`config.mk`:
```
export PLATFORM = sky130hd
export DESIGN_NAME = chunk_bounds_centroid_reduce
export DESIGN_NICKNAME = d
export VERILOG_FILES = /design/src/rtl/core/cbcr_pkg.sv /design/src/rtl/core/cbcr_div.sv /design/src/rtl/core/cbcr_ctrl.sv /design/src/rtl/core/cbcr_datapath.sv /design/src/rtl/core/chunk_bounds_centroid_reduce.sv
export SDC_FILE = /design/constraint.sdc
export NUM_CORES = 2
export LEC_CHECK = 0
export BUFFER_PORTS_ARGS = -buffer_cell sky130_fd_sc_hd__buf_4
export CAP_MARGIN = 0
export CELL_PAD_IN_SITES_DETAIL_PLACEMENT = 1
export CELL_PAD_IN_SITES_GLOBAL_PLACEMENT = 1
export CORE_ASPECT_RATIO = 0.75
export CORE_MARGIN = 4
export CORE_UTILIZATION = 49
export DETAILED_ROUTE_END_ITERATION = 8
export PLACE_DENSITY = 0.92
export SLEW_MARGIN = 20
export SYNTH_ARGS = -nofsm -noshare
export SYNTH_HDL_FRONTEND = slang
export SYNTH_SLANG_ARGS = --single-unit
```
`constraint.sdc`:
```
create_clock -name clock -period 22.5 [get_ports clock]
set_input_delay 0 -clock clock [delete_from_list [all_inputs] [get_ports clock]]
set_output_delay 0 -clock clock [all_outputs]
set_load 0.02 [all_outputs]
```
`src/rtl/core/cbcr_pkg.sv`:
```
// ----------------------------------------------------------------------------
// cbcr_pkg
// Shared types and constants for the chunk bounds / centroid reducer.
// ----------------------------------------------------------------------------
package cbcr_pkg;

   localparam int CHUNK_LEN_DEF = 256;

   localparam int POS_W   = 32;
   localparam int SCALE_W = 31;
   localparam int BOX_W   = 34;
   localparam int SIZE_W  = 33;
   localparam int CNT_OUT_W = 9;
   localparam int START_W = 32;
   localparam int AXES    = 3;

   // divide stage sequencing
   typedef enum logic [1:0] {
      DIV_IDLE,
      DIV_RUN,
      DIV_HOLD
   } div_state_type;

   // controller -> datapath
   typedef struct packed {
      logic acc_en;     // splat accepted, fold it in
      logic close;      // splat closes the chunk, snapshot and start divide
      logic div_step;   // advance the dividers one bit
      logic out_load;   // move finished summary to the output register
   } cmd_type;

   // datapath -> controller
   typedef struct packed {
      logic close_hit;  // the splat at the input would close the chunk
   } status_type;

endpackage

```
`src/rtl/core/cbcr_div.sv`:
```
// ----------------------------------------------------------------------------
// cbcr_div
// Restoring signed divider, one quotient bit per step, truncating toward zero.
// ----------------------------------------------------------------------------
module cbcr_div import cbcr_pkg::*; #(
   parameter int SUM_W = 40,
   parameter int CNT_W = 9
) (
   input  logic                    clock,
   input  logic                    load,
   input  logic                    step,
   input  logic signed [SUM_W-1:0] dividend,
   input  logic        [CNT_W-1:0] divisor,
   output logic        [POS_W-1:0] quotient
);

   logic             neg_ff;
   logic [SUM_W-1:0] q_ff, q_in;
   logic [CNT_W-1:0] rem_ff, rem_in;
   logic [CNT_W-1:0] d_ff;
   logic [CNT_W:0]   rem_sh;
   logic [CNT_W:0]   diff;
   logic [POS_W-1:0] q_low;

   always_comb begin
      rem_sh = {rem_ff, q_ff[SUM_W-1]};
      diff   = rem_sh - {1'b0, d_ff};
      if (load) begin
         q_in   = dividend[SUM_W-1] ? SUM_W'(-dividend) : SUM_W'(dividend);
         rem_in = '0;
      end else if (step) begin
         if (!diff[CNT_W]) begin
            rem_in = diff[CNT_W-1:0];
            q_in   = {q_ff[SUM_W-2:0], 1'b1};
         end else begin
            rem_in = rem_sh[CNT_W-1:0];
            q_in   = {q_ff[SUM_W-2:0], 1'b0};
         end
      end else begin
         rem_in = rem_ff;
         q_in   = q_ff;
      end
   end

   always_ff @(posedge clock) begin
      q_ff   <= q_in;
      rem_ff <= rem_in;
      if (load) begin
         neg_ff <= dividend[SUM_W-1];
         d_ff   <= divisor;
      end
   end

   assign q_low    = q_ff[POS_W-1:0];
   assign quotient = neg_ff ? (~q_low + POS_W'(1)) : q_low;

endmodule

```
`src/rtl/core/cbcr_ctrl.sv`:
```
// ----------------------------------------------------------------------------
// cbcr_ctrl
// Handshake and divide-stage sequencer.
// ----------------------------------------------------------------------------
module cbcr_ctrl import cbcr_pkg::*; #(
   parameter int SUM_W = 40
) (
   input  logic       clock,
   input  logic       reset,
   input  logic       req_tvalid,
   output logic       req_tready,
   output logic       rsp_tvalid,
   input  logic       rsp_tready,
   input  status_type status,
   output cmd_type    cmd
);

   localparam int STEP_W = $clog2(SUM_W);

   div_state_type     state_ff, state_in;
   logic [STEP_W-1:0] step_ff, step_in;
   logic              out_valid_ff, out_valid_in;
   logic              step_last;
   logic              out_free;

   assign step_last = (step_ff == STEP_W'(SUM_W - 1));
   assign out_free  = !out_valid_ff || rsp_tready;

   // next state
   always_comb begin
      state_in = state_ff;
      unique case (state_ff)
         DIV_IDLE: if (cmd.close) state_in = DIV_RUN;
         DIV_RUN:  if (step_last) state_in = DIV_HOLD;
         DIV_HOLD: if (out_free)  state_in = DIV_IDLE;
         default:  state_in = DIV_IDLE;
      endcase
   end

   // outputs
   always_comb begin
      req_tready   = (state_ff == DIV_IDLE) || !status.close_hit;
      cmd.acc_en   = req_tvalid && req_tready;
      cmd.close    = cmd.acc_en && status.close_hit;
      cmd.div_step = (state_ff == DIV_RUN);
      cmd.out_load = (state_ff == DIV_HOLD) && out_free;
      step_in      = cmd.div_step ? step_ff + STEP_W'(1) : '0;
      if (cmd.out_load) begin
         out_valid_in = 1'b1;
      end else if (rsp_tready) begin
         out_valid_in = 1'b0;
      end else begin
         out_valid_in = out_valid_ff;
      end
   end

   assign rsp_tvalid = out_valid_ff;

   always_ff @(posedge clock) begin
      if (reset) begin
         state_ff     <= DIV_IDLE;
         step_ff      <= '0;
         out_valid_ff <= 1'b0;
      end else begin
         state_ff     <= state_in;
         step_ff      <= step_in;
         out_valid_ff <= out_valid_in;
      end
   end

   a_close_when_free : assert property (@(posedge clock) disable iff (reset)
      cmd.close |-> state_ff == DIV_IDLE)
      else $error("chunk closed while divide stage busy");

   a_close_starts_run : assert property (@(posedge clock) disable iff (reset)
      cmd.close |=> state_ff == DIV_RUN && step_ff == '0)
      else $error("divide did not start after chunk close");

   a_no_overwrite : assert property (@(posedge clock) disable iff (reset)
      cmd.out_load |-> !out_valid_ff || rsp_tready)
      else $error("output register overwritten before taken");

   a_run_ends_hold : assert property (@(posedge clock) disable iff (reset)
      state_ff == DIV_RUN && step_last |=> state_ff == DIV_HOLD)
      else $error("divide ran past its last step");

endmodule

```
`src/rtl/core/cbcr_datapath.sv`:
```
// ----------------------------------------------------------------------------
// cbcr_datapath
// Chunk accumulators, close snapshot, centroid dividers and output register.
// ----------------------------------------------------------------------------
module cbcr_datapath import cbcr_pkg::*; #(
   parameter int CHUNK_LEN = CHUNK_LEN_DEF,
   parameter int SUM_W     = 40,
   parameter int CNT_W     = 9
) (
   input  logic                       clock,
   input  logic                       reset,
   input  cmd_type                    cmd,
   output status_type                 status,
   input  logic signed [POS_W-1:0]    pos_x,
   input  logic signed [POS_W-1:0]    pos_y,
   input  logic signed [POS_W-1:0]    pos_z,
   input  logic        [SCALE_W-1:0]  scale_x,
   input  logic        [SCALE_W-1:0]  scale_y,
   input  logic        [SCALE_W-1:0]  scale_z,
   input  logic                       final_splat,
   output logic        [START_W-1:0]  chunk_start,
   output logic        [CNT_OUT_W-1:0] chunk_count,
   output logic signed [POS_W-1:0]    center_x,
   output logic signed [POS_W-1:0]    center_y,
   output logic signed [POS_W-1:0]    center_z,
   output logic        [SCALE_W-1:0]  largest_radius,
   output logic signed [BOX_W-1:0]    box_min_x,
   output logic signed [BOX_W-1:0]    box_min_y,
   output logic signed [BOX_W-1:0]    box_min_z,
   output logic        [SIZE_W-1:0]   box_size_x,
   output logic        [SIZE_W-1:0]   box_size_y,
   output logic        [SIZE_W-1:0]   box_size_z
);

   logic signed [POS_W-1:0]   pos [AXES];
   logic        [SCALE_W-1:0] radius;
   logic        [CNT_W-1:0]   count_new;

   // accumulators
   logic signed [SUM_W-1:0]   sum_ff [AXES];
   logic signed [SUM_W-1:0]   sum_in [AXES];
   logic signed [BOX_W-1:0]   lo_ff  [AXES];
   logic signed [BOX_W-1:0]   lo_in  [AXES];
   logic signed [BOX_W-1:0]   hi_ff  [AXES];
   logic signed [BOX_W-1:0]   hi_in  [AXES];
   logic        [SCALE_W-1:0] peak_ff, peak_in;
   logic        [CNT_W-1:0]   fill_ff;
   logic        [START_W-1:0] start_ff;

   // snapshot of a closed chunk while its centroid divides
   logic        [START_W-1:0] snap_start_ff;
   logic        [CNT_W-1:0]   snap_count_ff;
   logic        [SCALE_W-1:0] snap_peak_ff;
   logic signed [BOX_W-1:0]   snap_lo_ff [AXES];
   logic signed [BOX_W-1:0]   snap_hi_ff [AXES];
   logic        [POS_W-1:0]   quot [AXES];

   // output register
   logic        [START_W-1:0]   o_start_ff;
   logic        [CNT_OUT_W-1:0] o_count_ff;
   logic signed [POS_W-1:0]     o_center_ff [AXES];
   logic        [SCALE_W-1:0]   o_peak_ff;
   logic signed [BOX_W-1:0]     o_min_ff    [AXES];
   logic        [SIZE_W-1:0]    o_size_ff   [AXES];
   logic signed [BOX_W-1:0]     extent      [AXES];

   assign pos[0] = pos_x;
   assign pos[1] = pos_y;
   assign pos[2] = pos_z;

   always_comb begin
      radius = scale_x;
      if (scale_y > radius) radius = scale_y;
      if (scale_z > radius) radius = scale_z;
      count_new = fill_ff + CNT_W'(1);
      status.close_hit = (fill_ff == CNT_W'(CHUNK_LEN - 1)) || final_splat;
      peak_in = (radius > peak_ff) ? radius : peak_ff;
      for (int k = 0; k < AXES; k++) begin
         sum_in[k] = sum_ff[k] + SUM_W'(pos[k]);
         lo_in[k]  = BOX_W'(pos[k]) - $signed({3'b000, radius});
         hi_in[k]  = BOX_W'(pos[k]) + $signed({3'b000, radius});
         if (fill_ff != '0) begin
            if (lo_ff[k] < lo_in[k]) lo_in[k] = lo_ff[k];
            if (hi_ff[k] > hi_in[k]) hi_in[k] = hi_ff[k];
         end
      end
   end

   always_ff @(posedge clock) begin
      if (reset) begin
         fill_ff  <= '0;
         start_ff <= '0;
         peak_ff  <= '0;
         for (int k = 0; k < AXES; k++) sum_ff[k] <= '0;
      end else if (cmd.close) begin
         fill_ff  <= '0;
         start_ff <= start_ff + START_W'(count_new);
         peak_ff  <= '0;
         for (int k = 0; k < AXES; k++) sum_ff[k] <= '0;
      end else if (cmd.acc_en) begin
         fill_ff  <= count_new;
         peak_ff  <= peak_in;
         for (int k = 0; k < AXES; k++) sum_ff[k] <= sum_in[k];
      end
   end

   always_ff @(posedge clock) begin
      if (cmd.acc_en) begin
         for (int k = 0; k < AXES; k++) begin
            lo_ff[k] <= lo_in[k];
            hi_ff[k] <= hi_in[k];
         end
      end
      if (cmd.close) begin
         snap_start_ff <= start_ff;
         snap_count_ff <= count_new;
         snap_peak_ff  <= peak_in;
         for (int k = 0; k < AXES; k++) begin
            snap_lo_ff[k] <= lo_in[k];
            snap_hi_ff[k] <= hi_in[k];
         end
      end
   end

   for (genvar g = 0; g < AXES; g++) begin : g_div
      cbcr_div #(
         .SUM_W (SUM_W),
         .CNT_W (CNT_W)
      ) u_div (
         .clock    (clock),
         .load     (cmd.close),
         .step     (cmd.div_step),
         .dividend (sum_in[g]),
         .divisor  (count_new),
         .quotient (quot[g])
      );
   end

   always_comb begin
      for (int k = 0; k < AXES; k++) extent[k] = snap_hi_ff[k] - snap_lo_ff[k];
   end

   always_ff @(posedge clock) begin
      if (cmd.out_load) begin
         o_start_ff <= snap_start_ff;
         o_count_ff <= CNT_OUT_W'(snap_count_ff);
         o_peak_ff  <= snap_peak_ff;
         for (int k = 0; k < AXES; k++) begin
            o_center_ff[k] <= $signed(quot[k]);
            o_min_ff[k]    <= snap_lo_ff[k];
            o_size_ff[k]   <= extent[k][SIZE_W-1:0];
         end
      end
   end

   assign chunk_start    = o_start_ff;
   assign chunk_count    = o_count_ff;
   assign largest_radius = o_peak_ff;
   assign center_x       = o_center_ff[0];
   assign center_y       = o_center_ff[1];
   assign center_z       = o_center_ff[2];
   assign box_min_x      = o_min_ff[0];
   assign box_min_y      = o_min_ff[1];
   assign box_min_z      = o_min_ff[2];
   assign box_size_x     = o_size_ff[0];
   assign box_size_y     = o_size_ff[1];
   assign box_size_z     = o_size_ff[2];

endmodule

```
`src/rtl/core/chunk_bounds_centroid_reduce.sv`:
```
// ----------------------------------------------------------------------------
// chunk_bounds_centroid_reduce
// Per-chunk centroid, peak radius and bounding box of a splat stream.
// ----------------------------------------------------------------------------
// The block folds one splat per cycle, while req_tready is high, into running
// chunk accumulators (position sums, peak radius, box corners). A splat that
// fills the chunk, or carries the final flag, closes it: the totals are
// snapshotted and three restoring dividers form the centroids in the
// background, one quotient bit per cycle over the SUM_W-bit sums (40 bits at
// the default chunk size of 256); the summary then moves into the output
// register once that register is free. Splats of the next chunk keep flowing
// at one per cycle meanwhile; only the next closing splat waits until the
// divide stage is free. The output register holds a summary until the downstream side takes it.
// ----------------------------------------------------------------------------
module chunk_bounds_centroid_reduce import cbcr_pkg::*; #(
   parameter int CHUNK_LEN = CHUNK_LEN_DEF
) (
   input  logic         clock,
   input  logic         reset,
   // req_tdata: pos_x[31:0], pos_y[63:32], pos_z[95:64], scale_x[126:96],
   //            scale_y[157:127], scale_z[188:158], zero pad [191:189]
   input  logic         req_tvalid,
   output logic         req_tready,
   input  logic [191:0] req_tdata,
   // req_tlast: final_splat, closes a partial chunk
   input  logic         req_tlast,
   // rsp_tdata: chunk_start[31:0], chunk_count[40:32], center_x[72:41],
   //            center_y[104:73], center_z[136:105], largest_radius[167:137],
   //            box_min_x[201:168], box_min_y[235:202], box_min_z[269:236],
   //            box_size_x[302:270], box_size_y[335:303], box_size_z[368:336],
   //            zero pad [375:369]
   output logic         rsp_tvalid,
   input  logic         rsp_tready,
   output logic [375:0] rsp_tdata
);

   // sums grow by log2 of the chunk size; the count must hold the chunk size
   localparam int SUM_W = POS_W + $clog2(CHUNK_LEN);
   localparam int CNT_W = $clog2(CHUNK_LEN + 1);

   cmd_type    cmd;
   status_type status;

   logic        [START_W-1:0]   chunk_start;
   logic        [CNT_OUT_W-1:0] chunk_count;
   logic signed [POS_W-1:0]     center_x, center_y, center_z;
   logic        [SCALE_W-1:0]   largest_radius;
   logic signed [BOX_W-1:0]     box_min_x, box_min_y, box_min_z;
   logic        [SIZE_W-1:0]    box_size_x, box_size_y, box_size_z;

   cbcr_ctrl #(
      .SUM_W (SUM_W)
   ) u_ctrl (
      .clock      (clock),
      .reset      (reset),
      .req_tvalid (req_tvalid),
      .req_tready (req_tready),
      .rsp_tvalid (rsp_tvalid),
      .rsp_tready (rsp_tready),
      .status     (status),
      .cmd        (cmd)
   );

   // unpack the request transaction straight into the datapath
   cbcr_datapath #(
      .CHUNK_LEN  (CHUNK_LEN),
      .SUM_W      (SUM_W),
      .CNT_W      (CNT_W)
   ) u_datapath (
      .clock          (clock),
      .reset          (reset),
      .cmd            (cmd),
      .status         (status),
      .pos_x          (req_tdata[31:0]),
      .pos_y          (req_tdata[63:32]),
      .pos_z          (req_tdata[95:64]),
      .scale_x        (req_tdata[126:96]),
      .scale_y        (req_tdata[157:127]),
      .scale_z        (req_tdata[188:158]),
      .final_splat    (req_tlast),
      .chunk_start    (chunk_start),
      .chunk_count    (chunk_count),
      .center_x       (center_x),
      .center_y       (center_y),
      .center_z       (center_z),
      .largest_radius (largest_radius),
      .box_min_x      (box_min_x),
      .box_min_y      (box_min_y),
      .box_min_z      (box_min_z),
      .box_size_x     (box_size_x),
      .box_size_y     (box_size_y),
      .box_size_z     (box_size_z)
   );

   // pack the summary, first field lowest
   assign rsp_tdata = {7'b0000000,
                       box_size_z, box_size_y, box_size_x,
                       box_min_z, box_min_y, box_min_x,
                       largest_radius,
                       center_z, center_y, center_x,
                       chunk_count, chunk_start};

endmodule

```
### After elaboration in Yosys (flattened, before gate mapping)

Memories as Yosys holds them, arrays and structs flattened.
Cells that the tools add are included.

| word-level totals | value |
|---|---|
| register bits after elaboration | 375 |
| memory bits (writable) | 825 |
| input port bits | 197 |
| word-level logic and storage cells | 152 |
| memories kept | 8 |

Memories:

| name | words | bits a word | read ports | clocked after Yosys merged registers in | wr ports | line | text |
|---|---|---|---|---|---|---|---|
| u_datapath.sum_ff | 3 | 40 | 3 | 0 | 3 | cbcr_datapath.sv:40 | `logic signed [SUM_W-1:0] sum_ff [AXES];` |
| u_datapath.hi_ff | 3 | 34 | 3 | 0 | 3 | cbcr_datapath.sv:44 | `logic signed [BOX_W-1:0] hi_ff [AXES];` |
| u_datapath.lo_ff | 3 | 34 | 3 | 0 | 3 | cbcr_datapath.sv:42 | `logic signed [BOX_W-1:0] lo_ff [AXES];` |
| u_datapath.o_min_ff | 3 | 34 | 3 | 0 | 3 | cbcr_datapath.sv:63 | `logic signed [BOX_W-1:0] o_min_ff [AXES];` |
| u_datapath.snap_hi_ff | 3 | 34 | 3 | 0 | 3 | cbcr_datapath.sv:55 | `logic signed [BOX_W-1:0] snap_hi_ff [AXES];` |
| u_datapath.snap_lo_ff | 3 | 34 | 3 | 0 | 3 | cbcr_datapath.sv:54 | `logic signed [BOX_W-1:0] snap_lo_ff [AXES];` |
| 2 more memories | -- | -- | -- | -- | -- | -- |  |

| operators by class | value |
|---|---|
| add/subtract/negate cells | 24 |
| magnitude comparators | 9 |
| eq/ne operators | 7 |
| mux-type cells | 58 |
| bitwise gates (word level) | 10 |
| reduce and logical (&&, ||, !) cells | 15 |

Operators with widths:

| kind | number |
|---|---|
| 40-bit two-way mux | 15 |
| 34-bit two-way mux | 12 |
| 40-bit by 32-bit adder with 40-bit output | 3 |
| 40-bit negation | 3 |
| 34-bit greater-than comparator | 3 |
| 34-bit < comparator | 3 |
| 32-bit by 32-bit adder with 33-bit output | 3 |
| 32-bit by 32-bit subtractor with 33-bit output | 3 |
| 33-bit subtractor | 3 |
| 32-bit by 1-bit adder with 32-bit output (second input constant) | 3 |
| 32-bit two-way mux | 3 |
| 32-bit NOT | 3 |
| 31-bit greater-than comparator | 3 |
| 31-bit two-way mux | 3 |
| 32-bit by 9-bit adder with 32-bit output | 1 |
| 10-bit by 9-bit subtractor with 10-bit output | 3 |
| 9-bit two-way mux | 3 |
| 1-bit two-way mux | 18 |
| 9-bit by 1-bit adder with 9-bit output (second input constant) | 1 |
| 9-bit by 8-bit equality test with 1-bit output (second input constant) | 1 |
| 9-bit nonzero test | 1 |
| 6-bit by 1-bit adder with 6-bit output (second input constant) | 1 |
| 6-bit equality test (second input constant) | 1 |
| 2-bit two-way mux | 3 |
| 14 further kinds | 27 |

### Logic depth before layout (Yosys ltp)

| logic depth | value |
|---|---|
| depth after elaboration | 11 |
| gate-level depth with buffers | 54 |

### Hierarchy

Synthesis repeated with hierarchy kept, for this count alone.

| unflattened totals | value |
|---|---|
| cells, all modules | 7214 |
| area, all modules | 77330.4 um2 |

By module, submodules not included:

| module | times used | cells each | area an instance (um2) | sequential area each (um2) |
|---|---|---|---|---|
| cbcr_datapath | 1 | 5770 | 64013.9 | 30449.2 |
| cbcr_div (u_datapath.g_div[0].u_div ...) | 2 | 466 | 4302.9 | 1681.6 |
| cbcr_div (u_datapath.g_div[2].u_div) | 1 | 460 | 4270.3 | 1681.6 |
| cbcr_ctrl | 1 | 44 | 384.1 | 180.2 |
| chunk_bounds_centroid_reduce | 1 | 8 | 56.3 | 0.0 |

### Worst setup path after synthesis

No wires, ideal clock.

| timing path | value |
|---|---|
| path kind | register to register |
| start | register u_ctrl.state_ff[0] |
| end | register u_datapath.o_count_ff[0], in the netlist u_datapath.chunk_count[0], enable pin |
| library setup time | 1.151 ns |
| arrival time | 16.735 ns |
| data required time | 21.349 ns |
| slack | 4.614 ns |
| stages on the path, launching flop included | 3 |
| clock period less this slack | 17.886 ns |
| cell sequence | dfxtp_1 nand2b_1 nor2b_1 |

RTL lines:

| element | line | text |
|---|---|---|
| from (decl) | cbcr_ctrl.sv:20 | `div_state_type state_ff, state_in;` |
| from (signal assigned) | cbcr_ctrl.sv:65 | `state_ff <= state_in;` |
| to (signal assigned) | cbcr_datapath.sv:146 | `o_count_ff <= CNT_OUT_W'(snap_count_ff);` |
| to (decl) | cbcr_datapath.sv:60 | `logic [CNT_OUT_W-1:0] o_count_ff;` |

==> results.md <==
* CTS Hold Buffers Added at just over 70
* Top delay family on crit path: compound AO/OA/AOI/OAI gates
* Seq cells post-synth at between 1k and 1.5k
* Post-synth top flop: edfxtp_1
* Total congestion overflow at 0
* Yosys top cell by area: edfxtp_1
* Syn. warnings at 0
* Maximum VDD drop at 76.2 µV
* CP max FO at 42
* Die width at between 400 and 500 µm
* Initial antenna violation count at 40
* # rows at about 120
* Number of synthesized flops with an enable pin at roughly 1.1k
* First-pass GRT wire length at slightly above 400,000 µm
* Number of DRC markers in iteration 0 at 5,689
* Layout Cells excl Fill at about 10k
* Via count at 61.9k
* Clock Tree Buf Depth at 3
* Reg2Reg Capture Point: u_datapath.g_div[2].u_div.q_ff[39]
* CP Launch Type: input port
* Peak Freq at 0.0768 GHz
* Place WS at 9.68 ns
* Pre-Repair DR Iteration Count at 6
* Arrival time worst endpoint at ~14 ns
* Synth cell types at between 100 and 150
* Critical Path Max Stage Delay at between 0.6 and 0.7 ns
* Cts repair resizes at 0
* Number of port buffers at around 560
* Die footprint at 160,000 µm²
* Post-synthesis average cell area at about 11 µm²
* RSZ-0062 raised after global routing: no
* GRT Resource Usage Total at 0.338
* Slew HR at 0.122
* Status: finished clean
* Fin area at 87,000 µm²
* CP max stage cell: o31ai_4
* Hold Crit Class: in2reg
* Most frequent cell after synthesis: edfxtp_1
* CORE AREA at 153,000 µm²
* DRC at 0
* CP Capture Type: register
* Async SR Flop Fraction at 0
* Fin Setup TNS at 0 ns
* CTS clock-pin slew for the worst setup and hold paths at around 0.060 ns
* Synth top area cells: edfxtp_1, ha_1, xnor2_1, a21oi_1, dfxtp_1
* Vias per cell at about 6.2
* Final ANT Viol Nets at 0
* Clock Sink Count at 1,197
* Post-CTS repair timing setup buffer count at 0
* HP Start: req_tdata[36]
* Leakage at approximately 36 nW
* Io pins at 575
* DRT Wirelength at about 280,000 µm
* Sequential area share after synthesis at 0.463
* Share of cells above drive strength 1 at 0.123
* Final Hold Viols at 0
* Worst Slack Setup Final at roughly 9.5 ns
* Post-synth top area share at 0.434
* Synth top cells by count: edfxtp_1, ha_1, nor2_1
* Syn Std Cell Area at roughly 75,000 µm²
* Most used cell, CP: o21ai_0
* DP Area at around 80,000 µm²
* P per Cell Area at between 100 and 150 nW/µm²
* Routability congestion estimate at 0.960
* Clock tree root driver cell: clkbuf_16
* CTS Buf Count at between 100 and 150
* Skew final at between 0.05 and 0.06 ns
* Largest net degree at the start of global routing at 170
* Crit path time final at ~13 ns
* Pins over their slew limit at 0
* Detailed Place HPWL at 203,000 µm
* Fin crit share at 0.579
* H-Tree Depth at 4
* Synth Instances at roughly 7.2k
* Placed Cells incl. Taps at between 9k and 10k
* Initial Util at 0.494
* WP data required at approximately 23 ns
* Endpoints failing setup at 0
* WL per Instance at 28.0 µm
* Worst Reg-to-Reg Cells at 14
* Reg2reg start: u_datapath.sum_ff[0][80]
* Max Cap Violations at 0
* Area growth from synthesis to layout at 15.4%
* # nets final at 8,742
* Worst-Margin Slew at between 1 and 1.5 ns
* Hold worst-path end: u_datapath.lo_ff[0][38]
* Hold depth at 4
* DIE HEIGHT at roughly 350 µm
* Reg2Reg Setup Slack at about 17 ns
* Worst skew pair latency at 0.81 ns
* CTS tree: done
* Vias in the first global route at around 66k
* CP bufs+invs at 8
* Critical path class: in2reg
==> how the worst max path moves through the flow <==
stage	from	to	slack (ns)	depth (start not counted)
after CTS	req_tdata[100]	u_datapath.snap_lo_ff[0][33]	9.82	53
after global routing	req_tdata[100]	u_datapath.snap_lo_ff[0][33]	8.60	53
after detailed placement	req_tdata[100]	u_datapath.snap_hi_ff[0][72]	9.68	44
after global placement	req_tdata[97]	u_datapath.snap_hi_ff[0][71]	10.33	44
after floorplan	u_ctrl.state_ff[0]	u_datapath.chunk_count[0]	4.61	2
final	req_tdata[100]	u_datapath.snap_lo_ff[0][33]	9.47	53
==> cells in the final DEF (no fill, tap or decap), drive strengths merged, types with 92 or more instances in the layout <==
| cell type | n |
|---|---|
| nand3 | 108 |
| xor2 | 169 |
| xnor2 | 437 |
| nand2 | 465 |
| ha | 742 |
| a21oi | 512 |
| nand4 | 95 |
| dfxtp | 108 |
| edfxtp | 1089 |
| o21ai | 427 |
| nor2b | 92 |
| inv | 566 |
| nor2 | 574 |
| nor3 | 96 |
| buf | 626 |
| clkbuf | 158 |
| a21o | 187 |
| mux2i | 205 |
==> per-stage QoR <==
step	hold slack, ns	power, W	util
finish	0.0570	0.00929	0.570
global route	0.0436	0.00973	0.569
CTS	0.00355	0.00920	0.569
detailed placement	0.371	0.00688	0.536
global placement	0.381	0.00657	0.536
floorplan	0.144	0.00567	-
==> power by group <==
| part | total [W] | switching [W] | leakage [nW] | internal, W |
|---|---|---|---|---|
| logic | 0.00385 | 0.00243 | 23.0 | 0.00142 |
| registers | 0.00321 | 0.000228 | 11.2 | 0.00298 |
| clock network | 0.00224 | 0.00101 | 2.08 | 0.00123 |
==> per-layer routing <==
| metal | GRT usage | vias up | wire (µm) |
|---|---|---|---|
| met5 | 0 | - | 87 |
| met4 | 0.234 | 14 | 22300 |
| met3 | 0.0692 | 909 | 19800 |
| met2 | 0.546 | 2725 | 128000 |
| met1 | 0.408 | 30865 | 108000 |
| li1 | - | 27387 | - |
==> state kept, by name (all words and copies together) (netlist names), 3 cells and up, named ones only <==
signal / count
u_datapath.o_size_ff: 99
u_datapath.snap_start_ff: 32
u_datapath.g_div.u_div.neg_ff: 3
u_datapath.chunk_count: 9
u_datapath.largest_radius: 31
u_datapath.sum_ff: 120
u_datapath.chunk_start: 32
u_datapath.snap_hi_ff: 99
u_datapath.lo_ff: 102
u_datapath.snap_count_ff: 9
u_datapath.o_min_ff: 102
u_datapath.g_div.u_div.rem_ff: 27
u_datapath.g_div.u_div.q_ff: 120
u_datapath.o_center_ff: 96
u_ctrl.step_ff: 6
u_datapath.fill_ff: 9
u_datapath.peak_ff: 31
u_datapath.start_ff: 32
u_datapath.snap_lo_ff: 102
u_datapath.snap_peak_ff: 31
u_datapath.hi_ff: 99
==> cell type report <==
type	count	area [µm²]
Clock buffer	158	3490
Fill cell	16372	65700
Antenna cell	27	67.6
Timing Repair Buffer	698	5450
Tap cell	2016	2520
Inverter	560	2120
Sequential cell	1197	34900
Multi-Input combinational cell	5199	37700
Clock inverter	79	779
==> worst min-delay path, delay by kind of cell <==
kind / cells / cell delay (ns)
AO/OA/AOI/OAI: 1 / 0.17
buffers and inverters: 1 / 0.13
adder cells (fa/ha/maj): 1 / 0.27
XOR/XNOR: 1 / 0.15
==> cells by family (layout without fill, tap and decap cells) <==
kind of cell	count (synthesis)	count (layout)	synth area share
AO/OA/AOI/OAI	1754	1754	0.149
XOR/XNOR	606	606	0.0706
adder cells (fa/ha/maj)	758	758	0.127
buffers and inverters	779	1495	0.0396
flip-flops	1197	1197	0.463
multiplexers	246	246	0.0334
other	1	34	0.0000498
AND/OR/NAND/NOR	1828	1828	0.118
No activity file was read; power rests on OpenSTA's default activity.
